### config.mk
export PLATFORM = sky130hd
export DESIGN_NAME = pid_bidirectional_drive
export DESIGN_NICKNAME = d
export VERILOG_FILES = /design/src/sv/pbd_pkg.sv /design/src/sv/pbd_cfg_regs.sv /design/src/sv/pbd_datapath.sv /design/src/sv/pbd_ctrl.sv /design/src/sv/pid_bidirectional_drive.sv
export SDC_FILE = /design/constraint.sdc
export NUM_CORES = 2
export LEC_CHECK = 0
export ABC_AREA = 1
export BUFFER_PORTS_ARGS = -buffer_cell sky130_fd_sc_hd__buf_2
export CORE_ASPECT_RATIO = 0.5
export CORE_UTILIZATION = 35
export CTS_BUF_LIST = sky130_fd_sc_hd__clkbuf_8
export DETAILED_ROUTE_END_ITERATION = 10
export GPL_TIMING_DRIVEN = 0
export MAX_ROUTING_LAYER = met4
export SYNTH_ARGS = -nofsm -noshare
export SYNTH_HDL_FRONTEND = slang
export SYNTH_HIERARCHICAL = 1
export SYNTH_SLANG_ARGS = --single-unit
### constraint.sdc
create_clock -name clk -period 12.1 [get_ports clk]
set_clock_uncertainty 0.1 [all_clocks]
set_input_delay 2.42 -clock clk [delete_from_list [all_inputs] [get_ports clk]]
set_output_delay 2.42 -clock clk [all_outputs]
set_load 0.02 [all_outputs]
### src/sv/pbd_pkg.sv
// Package for the PID drive block: configuration and command types, operand
// selects and fixed-point constants. No dependencies; every module imports it.
`default_nettype none

package pbd_pkg;

    // Configuration register indexes.
    typedef enum logic [2:0] {
        REG_PROP_GAIN      = 3'd0,
        REG_DERIV_GAIN     = 3'd1,
        REG_INTEG_GAIN     = 3'd2,
        REG_INVERSE_PERIOD = 3'd3,
        REG_PWM_TOP        = 3'd4
    } reg_index_t;

    typedef struct packed {
        logic signed [23:0] prop_gain;
        logic signed [23:0] deriv_gain;
        logic signed [23:0] integ_gain;
        logic [15:0]        inverse_period;
        logic [15:0]        pwm_top;
    } cfg_t;

    // Multiplier operand A choices.
    typedef enum logic [2:0] {
        A_DIFF,
        A_ERR,
        A_DIP,
        A_SUM,
        A_MLO,
        A_MHI,
        A_QUOT
    } a_sel_t;

    // Multiplier operand B choices.
    typedef enum logic [2:0] {
        B_IP,
        B_KP,
        B_KD,
        B_KI,
        B_PT,
        B_RECIP
    } b_sel_t;

    // Action taken on the product register in a step.
    typedef enum logic [2:0] {
        OP_NONE,
        OP_DIP,
        OP_LOAD,
        OP_ADD,
        OP_MAG,
        OP_YLOAD,
        OP_YADD,
        OP_OUT
    } acc_op_t;

    // Outcome class of a sample once the magnitude is known.
    typedef enum logic [1:0] {
        CLS_ZERO,
        CLS_SAT,
        CLS_CALC
    } duty_cls_t;

    typedef struct packed {
        logic    load_in;
        logic    mul_en;
        a_sel_t  a_sel;
        b_sel_t  b_sel;
        acc_op_t op;
        logic    ychk;
    } dp_cmd_t;

    typedef enum logic [3:0] {
        ST_IDLE,
        ST_MUL_DIFF_IP,
        ST_MUL_ERR_KP,
        ST_MUL_DIP_KD,
        ST_MUL_SUM_KI,
        ST_ADD_LAST,
        ST_MAGNITUDE,
        ST_MUL_MLO_PT,
        ST_MUL_MHI_PT,
        ST_ADD_HIGH,
        ST_MUL_RECIP,
        ST_OUTPUT
    } state_t;

    localparam logic [15:0] INV_PERIOD_RESET = 16'd100;
    localparam logic [15:0] PWM_TOP_RESET    = 16'd1000;

    // Duty divisor is 100 * 2^18; the 2^18 part is a shift, the 100 part is
    // a multiply by ceil(2^30 / 100) followed by a shift of 30.
    localparam logic [23:0] RECIP_100  = 24'd10737419;
    localparam logic [39:0] QUOT_LIMIT = 40'd6553600;
    localparam logic [15:0] DUTY_MAX   = 16'hFFFF;

endpackage

`default_nettype wire

### src/sv/pbd_cfg_regs.sv
// Configuration register file of the PID drive block.
// Depends on pbd_pkg for the register indexes and the cfg_t bundle.
`default_nettype none

module pbd_cfg_regs
    import pbd_pkg::*;
(
    input  wire logic        clk,
    input  wire logic        rst_n,
    input  wire logic        cfg_valid,
    output logic             cfg_ready,
    input  wire logic [2:0]  cfg_index,
    input  wire logic [23:0] cfg_data,
    output cfg_t             cfg
);

    cfg_t cfg_reg;
    cfg_t cfg_next;

    assign cfg_ready = 1'b1;
    assign cfg       = cfg_reg;

    always_comb
    begin
        cfg_next = cfg_reg;
        if (cfg_valid)
        begin
            unique case (cfg_index)
                REG_PROP_GAIN:      cfg_next.prop_gain      = cfg_data;
                REG_DERIV_GAIN:     cfg_next.deriv_gain     = cfg_data;
                REG_INTEG_GAIN:     cfg_next.integ_gain     = cfg_data;
                REG_INVERSE_PERIOD: cfg_next.inverse_period = cfg_data[15:0];
                REG_PWM_TOP:        cfg_next.pwm_top        = cfg_data[15:0];
                default:            cfg_next = cfg_reg;
            endcase
        end
    end

    always_ff @(posedge clk or negedge rst_n)
    begin
        if (!rst_n)
        begin
            cfg_reg.prop_gain      <= '0;
            cfg_reg.deriv_gain     <= '0;
            cfg_reg.integ_gain     <= '0;
            cfg_reg.inverse_period <= INV_PERIOD_RESET;
            cfg_reg.pwm_top        <= PWM_TOP_RESET;
        end
        else
        begin
            cfg_reg <= cfg_next;
        end
    end

endmodule

`default_nettype wire

### src/sv/pbd_datapath.sv
// Datapath of the PID drive block: error registers, one shared multiplier,
// accumulator, magnitude and duty scaling, result register.
// Depends on pbd_pkg; driven step by step by pbd_ctrl.
`default_nettype none

module pbd_datapath
    import pbd_pkg::*;
(
    input  wire logic        clk,
    input  wire logic        rst_n,
    input  wire dp_cmd_t     cmd,
    input  wire cfg_t        cfg,
    input  wire logic [15:0] setpoint,
    input  wire logic [15:0] measured_angle,
    output logic [15:0]      drive_right,
    output logic [15:0]      drive_left
);

    logic signed [16:0] prev_err_reg;
    logic signed [16:0] err_reg;
    logic signed [17:0] diff_reg;
    logic signed [17:0] sum_reg;
    logic               epos_reg;
    logic               eneg_reg;
    logic signed [59:0] prod_reg;
    logic signed [33:0] dip_reg;
    logic signed [59:0] acc_reg;
    logic [40:0]        mag_reg;
    duty_cls_t          cls_reg;
    logic [39:0]        y_reg;
    logic [15:0]        right_reg;
    logic [15:0]        left_reg;

    logic signed [16:0] err_new;
    logic signed [34:0] mul_a;
    logic signed [24:0] mul_b;
    logic signed [59:0] prod_next;
    logic signed [59:0] msel;
    duty_cls_t          mag_cls;
    logic [15:0]        duty;

    assign err_new = 17'(signed'(setpoint)) - 17'(signed'(measured_angle));

    always_comb
    begin
        unique case (cmd.a_sel)
            A_DIFF:  mul_a = 35'(diff_reg);
            A_ERR:   mul_a = 35'(err_reg);
            A_DIP:   mul_a = 35'(dip_reg);
            A_SUM:   mul_a = 35'(sum_reg);
            A_MLO:   mul_a = {17'b0, mag_reg[17:0]};
            A_MHI:   mul_a = {12'b0, mag_reg[40:18]};
            A_QUOT:  mul_a = {12'b0, y_reg[22:0]};
            default: mul_a = '0;
        endcase
        unique case (cmd.b_sel)
            B_IP:    mul_b = {9'b0, cfg.inverse_period};
            B_KP:    mul_b = 25'(cfg.prop_gain);
            B_KD:    mul_b = 25'(cfg.deriv_gain);
            B_KI:    mul_b = 25'(cfg.integ_gain);
            B_PT:    mul_b = {9'b0, cfg.pwm_top};
            B_RECIP: mul_b = {1'b0, RECIP_100};
            default: mul_b = '0;
        endcase
    end

    assign prod_next = mul_a * mul_b;

    // Magnitude in the direction of the error and its outcome class.
    always_comb
    begin
        msel = epos_reg ? acc_reg : -acc_reg;
        priority if (!(epos_reg || eneg_reg) || (cfg.pwm_top == '0) || msel[59]
                     || (msel == '0))
            mag_cls = CLS_ZERO;
        else if (|msel[58:41])
            mag_cls = CLS_SAT;
        else
            mag_cls = CLS_CALC;
    end

    always_comb
    begin
        unique case (cls_reg)
            CLS_SAT:  duty = DUTY_MAX;
            CLS_CALC: duty = prod_reg[45:30];
            default:  duty = '0;
        endcase
    end

    always_ff @(posedge clk or negedge rst_n)
    begin
        if (!rst_n)
        begin
            prev_err_reg <= '0;
        end
        else if (cmd.load_in)
        begin
            prev_err_reg <= err_new;
        end
    end

    always_ff @(posedge clk)
    begin
        if (cmd.load_in)
        begin
            err_reg  <= err_new;
            diff_reg <= 18'(err_new) - 18'(prev_err_reg);
            sum_reg  <= 18'(err_new) + 18'(prev_err_reg);
            epos_reg <= !err_new[16] && (err_new != '0);
            eneg_reg <= err_new[16];
        end
        if (cmd.mul_en)
        begin
            prod_reg <= prod_next;
        end
        unique case (cmd.op)
            OP_DIP:   dip_reg <= prod_reg[33:0];
            OP_LOAD:  acc_reg <= prod_reg;
            OP_ADD:   acc_reg <= acc_reg + prod_reg;
            OP_MAG:
            begin
                mag_reg <= msel[40:0];
                cls_reg <= mag_cls;
            end
            OP_YLOAD: y_reg <= {24'b0, prod_reg[33:18]};
            OP_YADD:  y_reg <= y_reg + prod_reg[39:0];
            OP_OUT:
            begin
                right_reg <= epos_reg ? duty : '0;
                left_reg  <= eneg_reg ? duty : '0;
            end
            default:  ;
        endcase
        if (cmd.ychk && (cls_reg == CLS_CALC) && (y_reg >= QUOT_LIMIT))
        begin
            cls_reg <= CLS_SAT;
        end
    end

    assign drive_right = right_reg;
    assign drive_left  = left_reg;

    // Only one direction is ever driven by a result.
    a_one_side: assert property (@(posedge clk) disable iff (!rst_n)
        (cmd.op == OP_OUT) |=> (right_reg == '0) || (left_reg == '0))
        else $error("both drive channels nonzero");

    // A computed duty always starts from a nonzero magnitude.
    a_calc_nonzero: assert property (@(posedge clk) disable iff (!rst_n)
        (cmd.op == OP_MAG) |=> (cls_reg != CLS_CALC) || (mag_reg != '0))
        else $error("computed class with zero magnitude");

    // The reciprocal quotient fits the output width in the computed class.
    a_quot_fits: assert property (@(posedge clk) disable iff (!rst_n)
        ((cmd.op == OP_OUT) && (cls_reg == CLS_CALC)) |-> (prod_reg[59:46] == '0))
        else $error("duty quotient overflow");

endmodule

`default_nettype wire

### src/sv/pbd_ctrl.sv
// Controller of the PID drive block: sequences the shared multiplier steps
// and owns the input ready and output valid. Depends on pbd_pkg.
`default_nettype none

module pbd_ctrl
    import pbd_pkg::*;
(
    input  wire logic clk,
    input  wire logic rst_n,
    input  wire logic s_tvalid,
    output logic      s_tready,
    output logic      m_tvalid,
    input  wire logic m_tready,
    output dp_cmd_t   cmd
);

    state_t state_reg;
    state_t state_next;
    logic   m_tvalid_reg;
    logic   m_tvalid_next;
    logic   out_free;

    assign out_free = !m_tvalid_reg || m_tready;

    always_ff @(posedge clk or negedge rst_n)
    begin
        if (!rst_n)
        begin
            state_reg    <= ST_IDLE;
            m_tvalid_reg <= 1'b0;
        end
        else
        begin
            state_reg    <= state_next;
            m_tvalid_reg <= m_tvalid_next;
        end
    end

    always_comb
    begin
        state_next    = state_reg;
        s_tready      = 1'b0;
        cmd.load_in   = 1'b0;
        cmd.mul_en    = 1'b0;
        cmd.a_sel     = A_DIFF;
        cmd.b_sel     = B_IP;
        cmd.op        = OP_NONE;
        cmd.ychk      = 1'b0;
        m_tvalid_next = m_tvalid_reg && !m_tready;
        unique case (state_reg)
            ST_IDLE:
            begin
                s_tready = 1'b1;
                if (s_tvalid)
                begin
                    cmd.load_in = 1'b1;
                    state_next  = ST_MUL_DIFF_IP;
                end
            end
            ST_MUL_DIFF_IP:
            begin
                cmd.mul_en = 1'b1;
                state_next = ST_MUL_ERR_KP;
            end
            ST_MUL_ERR_KP:
            begin
                cmd.mul_en = 1'b1;
                cmd.a_sel  = A_ERR;
                cmd.b_sel  = B_KP;
                cmd.op     = OP_DIP;
                state_next = ST_MUL_DIP_KD;
            end
            ST_MUL_DIP_KD:
            begin
                cmd.mul_en = 1'b1;
                cmd.a_sel  = A_DIP;
                cmd.b_sel  = B_KD;
                cmd.op     = OP_LOAD;
                state_next = ST_MUL_SUM_KI;
            end
            ST_MUL_SUM_KI:
            begin
                cmd.mul_en = 1'b1;
                cmd.a_sel  = A_SUM;
                cmd.b_sel  = B_KI;
                cmd.op     = OP_ADD;
                state_next = ST_ADD_LAST;
            end
            ST_ADD_LAST:
            begin
                cmd.op     = OP_ADD;
                state_next = ST_MAGNITUDE;
            end
            ST_MAGNITUDE:
            begin
                cmd.op     = OP_MAG;
                state_next = ST_MUL_MLO_PT;
            end
            ST_MUL_MLO_PT:
            begin
                cmd.mul_en = 1'b1;
                cmd.a_sel  = A_MLO;
                cmd.b_sel  = B_PT;
                state_next = ST_MUL_MHI_PT;
            end
            ST_MUL_MHI_PT:
            begin
                cmd.mul_en = 1'b1;
                cmd.a_sel  = A_MHI;
                cmd.b_sel  = B_PT;
                cmd.op     = OP_YLOAD;
                state_next = ST_ADD_HIGH;
            end
            ST_ADD_HIGH:
            begin
                cmd.op     = OP_YADD;
                state_next = ST_MUL_RECIP;
            end
            ST_MUL_RECIP:
            begin
                cmd.mul_en = 1'b1;
                cmd.a_sel  = A_QUOT;
                cmd.b_sel  = B_RECIP;
                cmd.ychk   = 1'b1;
                state_next = ST_OUTPUT;
            end
            ST_OUTPUT:
            begin
                if (out_free)
                begin
                    cmd.op        = OP_OUT;
                    m_tvalid_next = 1'b1;
                    state_next    = ST_IDLE;
                end
            end
            default:
            begin
                state_next = ST_IDLE;
            end
        endcase
    end

    assign m_tvalid = m_tvalid_reg;

    a_start: assert property (@(posedge clk) disable iff (!rst_n)
        (s_tvalid && s_tready) |=> (state_reg == ST_MUL_DIFF_IP))
        else $error("accepted sample did not start the sequence");

    a_valid_source: assert property (@(posedge clk) disable iff (!rst_n)
        $rose(m_tvalid_reg) |-> $past(state_reg == ST_OUTPUT))
        else $error("result raised outside the output step");

    a_no_overwrite: assert property (@(posedge clk) disable iff (!rst_n)
        (cmd.op == OP_OUT) |-> (!m_tvalid_reg || m_tready))
        else $error("pending result overwritten");

endmodule

`default_nettype wire

### src/sv/pid_bidirectional_drive.sv
// Top level of the PID drive block: configuration registers, controller and
// datapath. Depends on pbd_pkg, pbd_cfg_regs, pbd_ctrl and pbd_datapath.
//
//  Channel  Signals                         Payload
//  -------  ------------------------------  ---------------------------------
//  s_       s_tvalid, s_tready, s_tdata     [15:0] setpoint, [31:16] measured
//  m_       m_tvalid, m_tready, m_tdata     [15:0] drive_right, [31:16] left
//  cfg_     cfg_valid, cfg_ready, cfg_*     cfg_index 0..4, cfg_data 24 bits
//
// From its transfer to its result being offered, a sample walks the controller
// steps: the single 35x25 multiplier is used seven times in sequence, with add,
// magnitude and output steps in between. The next sample is taken in the cycle
// after the result is loaded, even while that result still waits on m_tready;
// a result stalls in its last step only while the previous result is
// still unread.
// Reset clears the previous error and sets the registers to their defaults.
`default_nettype none

module pid_bidirectional_drive
    import pbd_pkg::*;
(
    input  wire logic        clk,
    input  wire logic        rst_n,
    input  wire logic        s_tvalid,
    output logic             s_tready,
    input  wire logic [31:0] s_tdata,   // [15:0] setpoint, [31:16] measured_angle
    output logic             m_tvalid,
    input  wire logic        m_tready,
    output logic [31:0]      m_tdata,   // [15:0] drive_right, [31:16] drive_left
    input  wire logic        cfg_valid,
    output logic             cfg_ready,
    input  wire logic [2:0]  cfg_index,
    input  wire logic [23:0] cfg_data
);

    cfg_t        cfg;
    dp_cmd_t     cmd;
    logic [15:0] drive_right;
    logic [15:0] drive_left;

    pbd_cfg_regs u_cfg (
        .clk       (clk),
        .rst_n     (rst_n),
        .cfg_valid (cfg_valid),
        .cfg_ready (cfg_ready),
        .cfg_index (cfg_index),
        .cfg_data  (cfg_data),
        .cfg       (cfg)
    );

    // The controller walks the multiplier schedule; the datapath does the math.
    pbd_ctrl u_ctrl (
        .clk      (clk),
        .rst_n    (rst_n),
        .s_tvalid (s_tvalid),
        .s_tready (s_tready),
        .m_tvalid (m_tvalid),
        .m_tready (m_tready),
        .cmd      (cmd)
    );

    pbd_datapath u_dp (
        .clk            (clk),
        .rst_n          (rst_n),
        .cmd            (cmd),
        .cfg            (cfg),
        .setpoint       (s_tdata[15:0]),
        .measured_angle (s_tdata[31:16]),
        .drive_right    (drive_right),
        .drive_left     (drive_left)
    );

    assign m_tdata = {drive_left, drive_right};

endmodule

`default_nettype wire

Word-level counts from Yosys, hierarchy flattened. Index checks and enable logic that the tools add are counted.

Output and inout bits: 35. Flip-flop bits (word level): 450. Word-level logic and storage cells: 118. Input port bits: 64.

Order comparisons: 1. Reductions and logical operators: 31. Equal/unequal tests: 37. Muxes and demuxes: 21. $add $sub $neg: 6. Multipliers: 1.

Operators by type and width (number): $pmux W35 S7 (1); $pmux W25 S6 (1); $pmux W60 S2 (1); $pmux W40 S2 (1); $add A60 B60 Y60 (1); $logic_not A60 Y1 (1); $mul A35 B25 Y60 (1); $mux W60 (1); $neg A60 Y60 (1); $pmux W4 S12 (1); $add A40 B40 Y40 (1); $ge A40 B23 Y1 const B (1); $pmux W6 S6 (1); $pmux W16 S2 (1); $eq A3 B3 Y1 const B (10); $eq A3 B2 Y1 const B (8); $pmux W3 S7 (1); $add A17 B17 Y18 (1); $reduce_or A18 Y1 (1); $sub A17 B17 Y18 (1); $reduce_bool A17 Y1 (1); $sub A16 B16 Y17 (1); $eq A4 B3 Y1 const B (4); $eq A4 B4 Y1 const B (4); other kinds (21) (51).

Depth between registers and ports, before layout.
Depth in word-level cells: 6. Mapped depth: 46. Gate-level depth less buffers: 44.

Hierarchy. The synthesis kept the hierarchy.

Modules (own cells, without submodules): pbd_datapath (area an instance 54687.4 um2, instances 1, cells each 6752, sequential area each 10074.7 um2); pbd_cfg_regs (area an instance 4162.7 um2, instances 1, cells each 463, sequential area each 2613.8 um2); pbd_ctrl (area an instance 371.6 um2, instances 1, cells each 65, sequential area each 125.1 um2).

Worst setup path after synthesis. No wires, ideal clock.

Kind: reg-to-reg. From: reg u_ctrl.state_reg[1]. To: reg u_dp.prod_reg[57], data pin. Cell stages (with the launch flop): 34. Path slack: 3.817 ns. Period minus slack after synthesis: 8.283 ns. Data required time: 11.738 ns. Library setup time: 0.262 ns. Buffers on the path: 3. Arrival time: 7.920 ns. Path through: dfrtp_1 -> nand2_1 -> inv_1 -> nand2_1 -> nand2_1 -> buf_4 -> nor3_2 -> inv_2 -> nor2_1 -> inv_2 -> nand2_4 -> nor2_2 -> inv_4 -> buf_6 -> a21oi_4 -> buf_2 -> nor2_1 -> fa_1 -> fa_1 -> inv_1 -> fa_1 -> inv_1 -> fa_1 -> fa_1 -> fa_1 -> fa_1 -> ha_1 -> a21oi_1 -> o21a_1 -> o21ai_0 -> a221oi_1 -> o21ai_0 -> a21oi_1 -> xor2_1.

RTL lines: from (decl) (RTL line pbd_ctrl.sv:17) `state_t state_reg;`; from (signal assigned) (RTL line pbd_ctrl.sv:34) `state_reg <= state_next;`; to (signal assigned) (RTL line pbd_datapath.sv:115) `prod_reg <= prod_next;`; to (decl) (RTL line pbd_datapath.sv:25) `logic signed [59:0] prod_reg;`.

==> results.md <==
- Clk_lat worst skew: between 800 and 900 ps
- Fillers: between 15000 and 20000
- Mapped Area: 59200 sq um
- Leading area contributor after synthesis: fa_1
- Die Ht: 293 microns
- Pre-CTS setup slack: about 480 ps
- CTS Sinks: about 450
- Final worst setup slack: 309 ps
- Unrepaired setup endpoints after global routing: no
- Drc violations: 0
- Layout cells sized above 1: 6.60%
- Distinct cell type count after synthesis: 66
- WS Path Type: register to register
- Data arrival, critical path: 12200 ps
- Synth Instances: 7280
- Most frequent cells in the layout: nand2_1, inv_1, fa_1, nor2_1, edfxtp_1
- CTS tree: done
- Synthesized Nets: 8532
- Vias: 50180
- Endpoints failing hold: 0
- HP Class: register to register
- Bufs and invs on worst path: 7
- Final #Nets: 8728
- DRT Pass-1 Iters: 6
- Largest net degree at the start of global routing: 91
- Die W: 584 microns
- WL per Instance: between 20 and 25 microns
- Core area: about 170000 sq um
- Minimum clock period after layout: 11790 ps
- Synth top area share: 29.6%
- Most used cell, CP: fa_1
- Hpwl dp: 185000 microns
- Multi-input gate area: 39800 sq um
- Clock root buffer: clkbuf_8
- Drt via density: 5.11
- Layout area overhead: 9.11%
- Async SR Flop Fraction: 28.1%
- # Max-Cap Violations: 2
- Post-route cell area: between 60000 and 70000 sq um
- Relative slew slack: -2.10%
- Number of global-route vias before repair: ~50000
- CP top delay family: adder cells
- DRT iter0 DRCs: roughly 4500
- Slew @ Worst Pin: 1520 ps
- #FFs+latches synth: 448
- Die area: 171000 sq um
- Setup crit end kind: register
- Total of warnings raised by yosys: 6
- Antenna violations before repair: 9
- Slew Limit Fails: 22
- IO Port Bufs: 97
- Final ANT Viol Nets: 0
- Area after DPL: 62900 sq um
- Max Fclk: 84.8 MHz
- Critical path peak fanout: 10
- Max reg flops: 104
- Failing checks: max-capacitance violations, max-slew violations
- Most common cell after layout, fill and taps aside: nand2_1
- # rows: 106
- Final GP Congestion: 1.02
- Worst Path Required: 12510 ps
- Outcome: finished, violations left
- Remaining Overflow, GRT: 0
- Inserted Clock Buffers: 77
- Total track usage: 26.8%
- Final WL: 222000 microns
- Number of synthesized flops with an enable pin: 320
- Crit-path max cell delay: 930 ps
- Initial Util: a little over a third
- Global-route wire length before repair: 327000 microns
- Clk buf depth: 3
- IO Pins: 99
- TNS Setup: 0 ps
- Slowest cell on the critical path: nand4_1
- Predominant post-synthesis flop cell: edfxtp_1
- Clock-pin slew on the worst setup and hold paths: 60 ps
- Setup violators final: 0
- Synthesized area per cell: 8.13 sq um
- H-tree depth: 3
- Final period util: 97.4%
- Seq/Total Area, Yosys: 21.6%
- Reg area: roughly 13000 sq um
- Startpoint type of the worst setup path: register
- Synth top area cells: fa_1, edfxtp_1, nand2_1
==> layer usage <==
layer  up-vias  wire (microns)  track usage (%)
met2      2058           94900             39.8
met4         0            7690             8.19
met3       337           21500             6.26
met1     24940           97500             36.2
met5         -               0                -
li1      22845               -                -
==> cells in the mapped netlist (16+ instances only) <==
cell type,instances
or2_2,20
o21bai_1,21
a31oi_1,55
xor2_1,105
buf_2,90
a22o_1,65
ha_1,311
inv_1,1457
nor2_1,787
nor4_1,31
nand3_1,278
fa_1,877
nor3_1,43
a21o_1,27
o21ai_1,16
nand4_1,38
o21ai_0,244
xnor2_1,49
dfrtp_1,117
inv_2,66
a21oi_1,271
clkbuf_1,106
edfxtp_1,320
nand2_1,1685
==> cell type report <==
type                       instances  area share (%)
antenna                            5          0.0194
buffer                           217            1.53
clock buffer                      79            1.68
clock inverter                    64           0.881
inverter                        1527            8.87
multi-input combinational       5088            61.5
sequential                       448            19.8
tap                             2268            4.39
timing repair buffer             117            1.24
==> worst reg2reg max path: cells and delay by family (launching register included) <==
family | cells | cell delay, ps
DFF | 1 | 410
adders and majority gates | 8 | 4550
xor gates and xnor gates | 1 | 130
buffers and inverters | 7 | 2310
AOI/OAI and AO/OA | 8 | 1940
and+or+nand+nor | 7 | 2110
==> timing repair <==
action,4_1_cts,5_1_grt
buffers inserted,0,0
hold buffers,0,0
setup endpoints to repair,0,1
gates resized for setup,0,1
==> worst paths after layout <==
check	cells after the start	startpoint	slack [ps]	end
hold reg to reg	2	u_cfg/cfg[21]	370	u_cfg/cfg[21]
hold / removal	2	u_cfg/cfg[21]	370	u_cfg/cfg[21]
setup reg to reg	31	u_ctrl/state_reg[0]	310	u_dp/prod_reg[57]
max in group asynchronous	2	rst_n	9610	u_cfg/cfg[18]
setup / recovery	31	u_ctrl/state_reg[0]	310	u_dp/prod_reg[57]
min in group asynchronous	1	rst_n	1440	u_dp/prev_err_reg[14]
==> stage by stage <==
stage          utilization, %  hold slack [ps]  std cells
2_1_floorplan               -              342       7280
3_3_place_gp             37.3              354       9645
3_5_place_dp             37.6              358       9664
4_1_cts                  38.6              370       9807
5_1_grt                  38.6              383       9812
6_report                 38.6              370       9813
==> cell families after synthesis <==
group                      share of synthesized area, %
DFF                                                21.6
xor gates and xnor gates                           2.28
and+or+nand+nor                                    20.6
AOI/OAI and AO/OA                                  7.90
adders and majority gates                          36.2
other                                           0.00633
buffers and inverters                              11.3
Power is not shown: default switching activity piles up to over one toggle a cycle in this logic, so the estimate is an artifact.
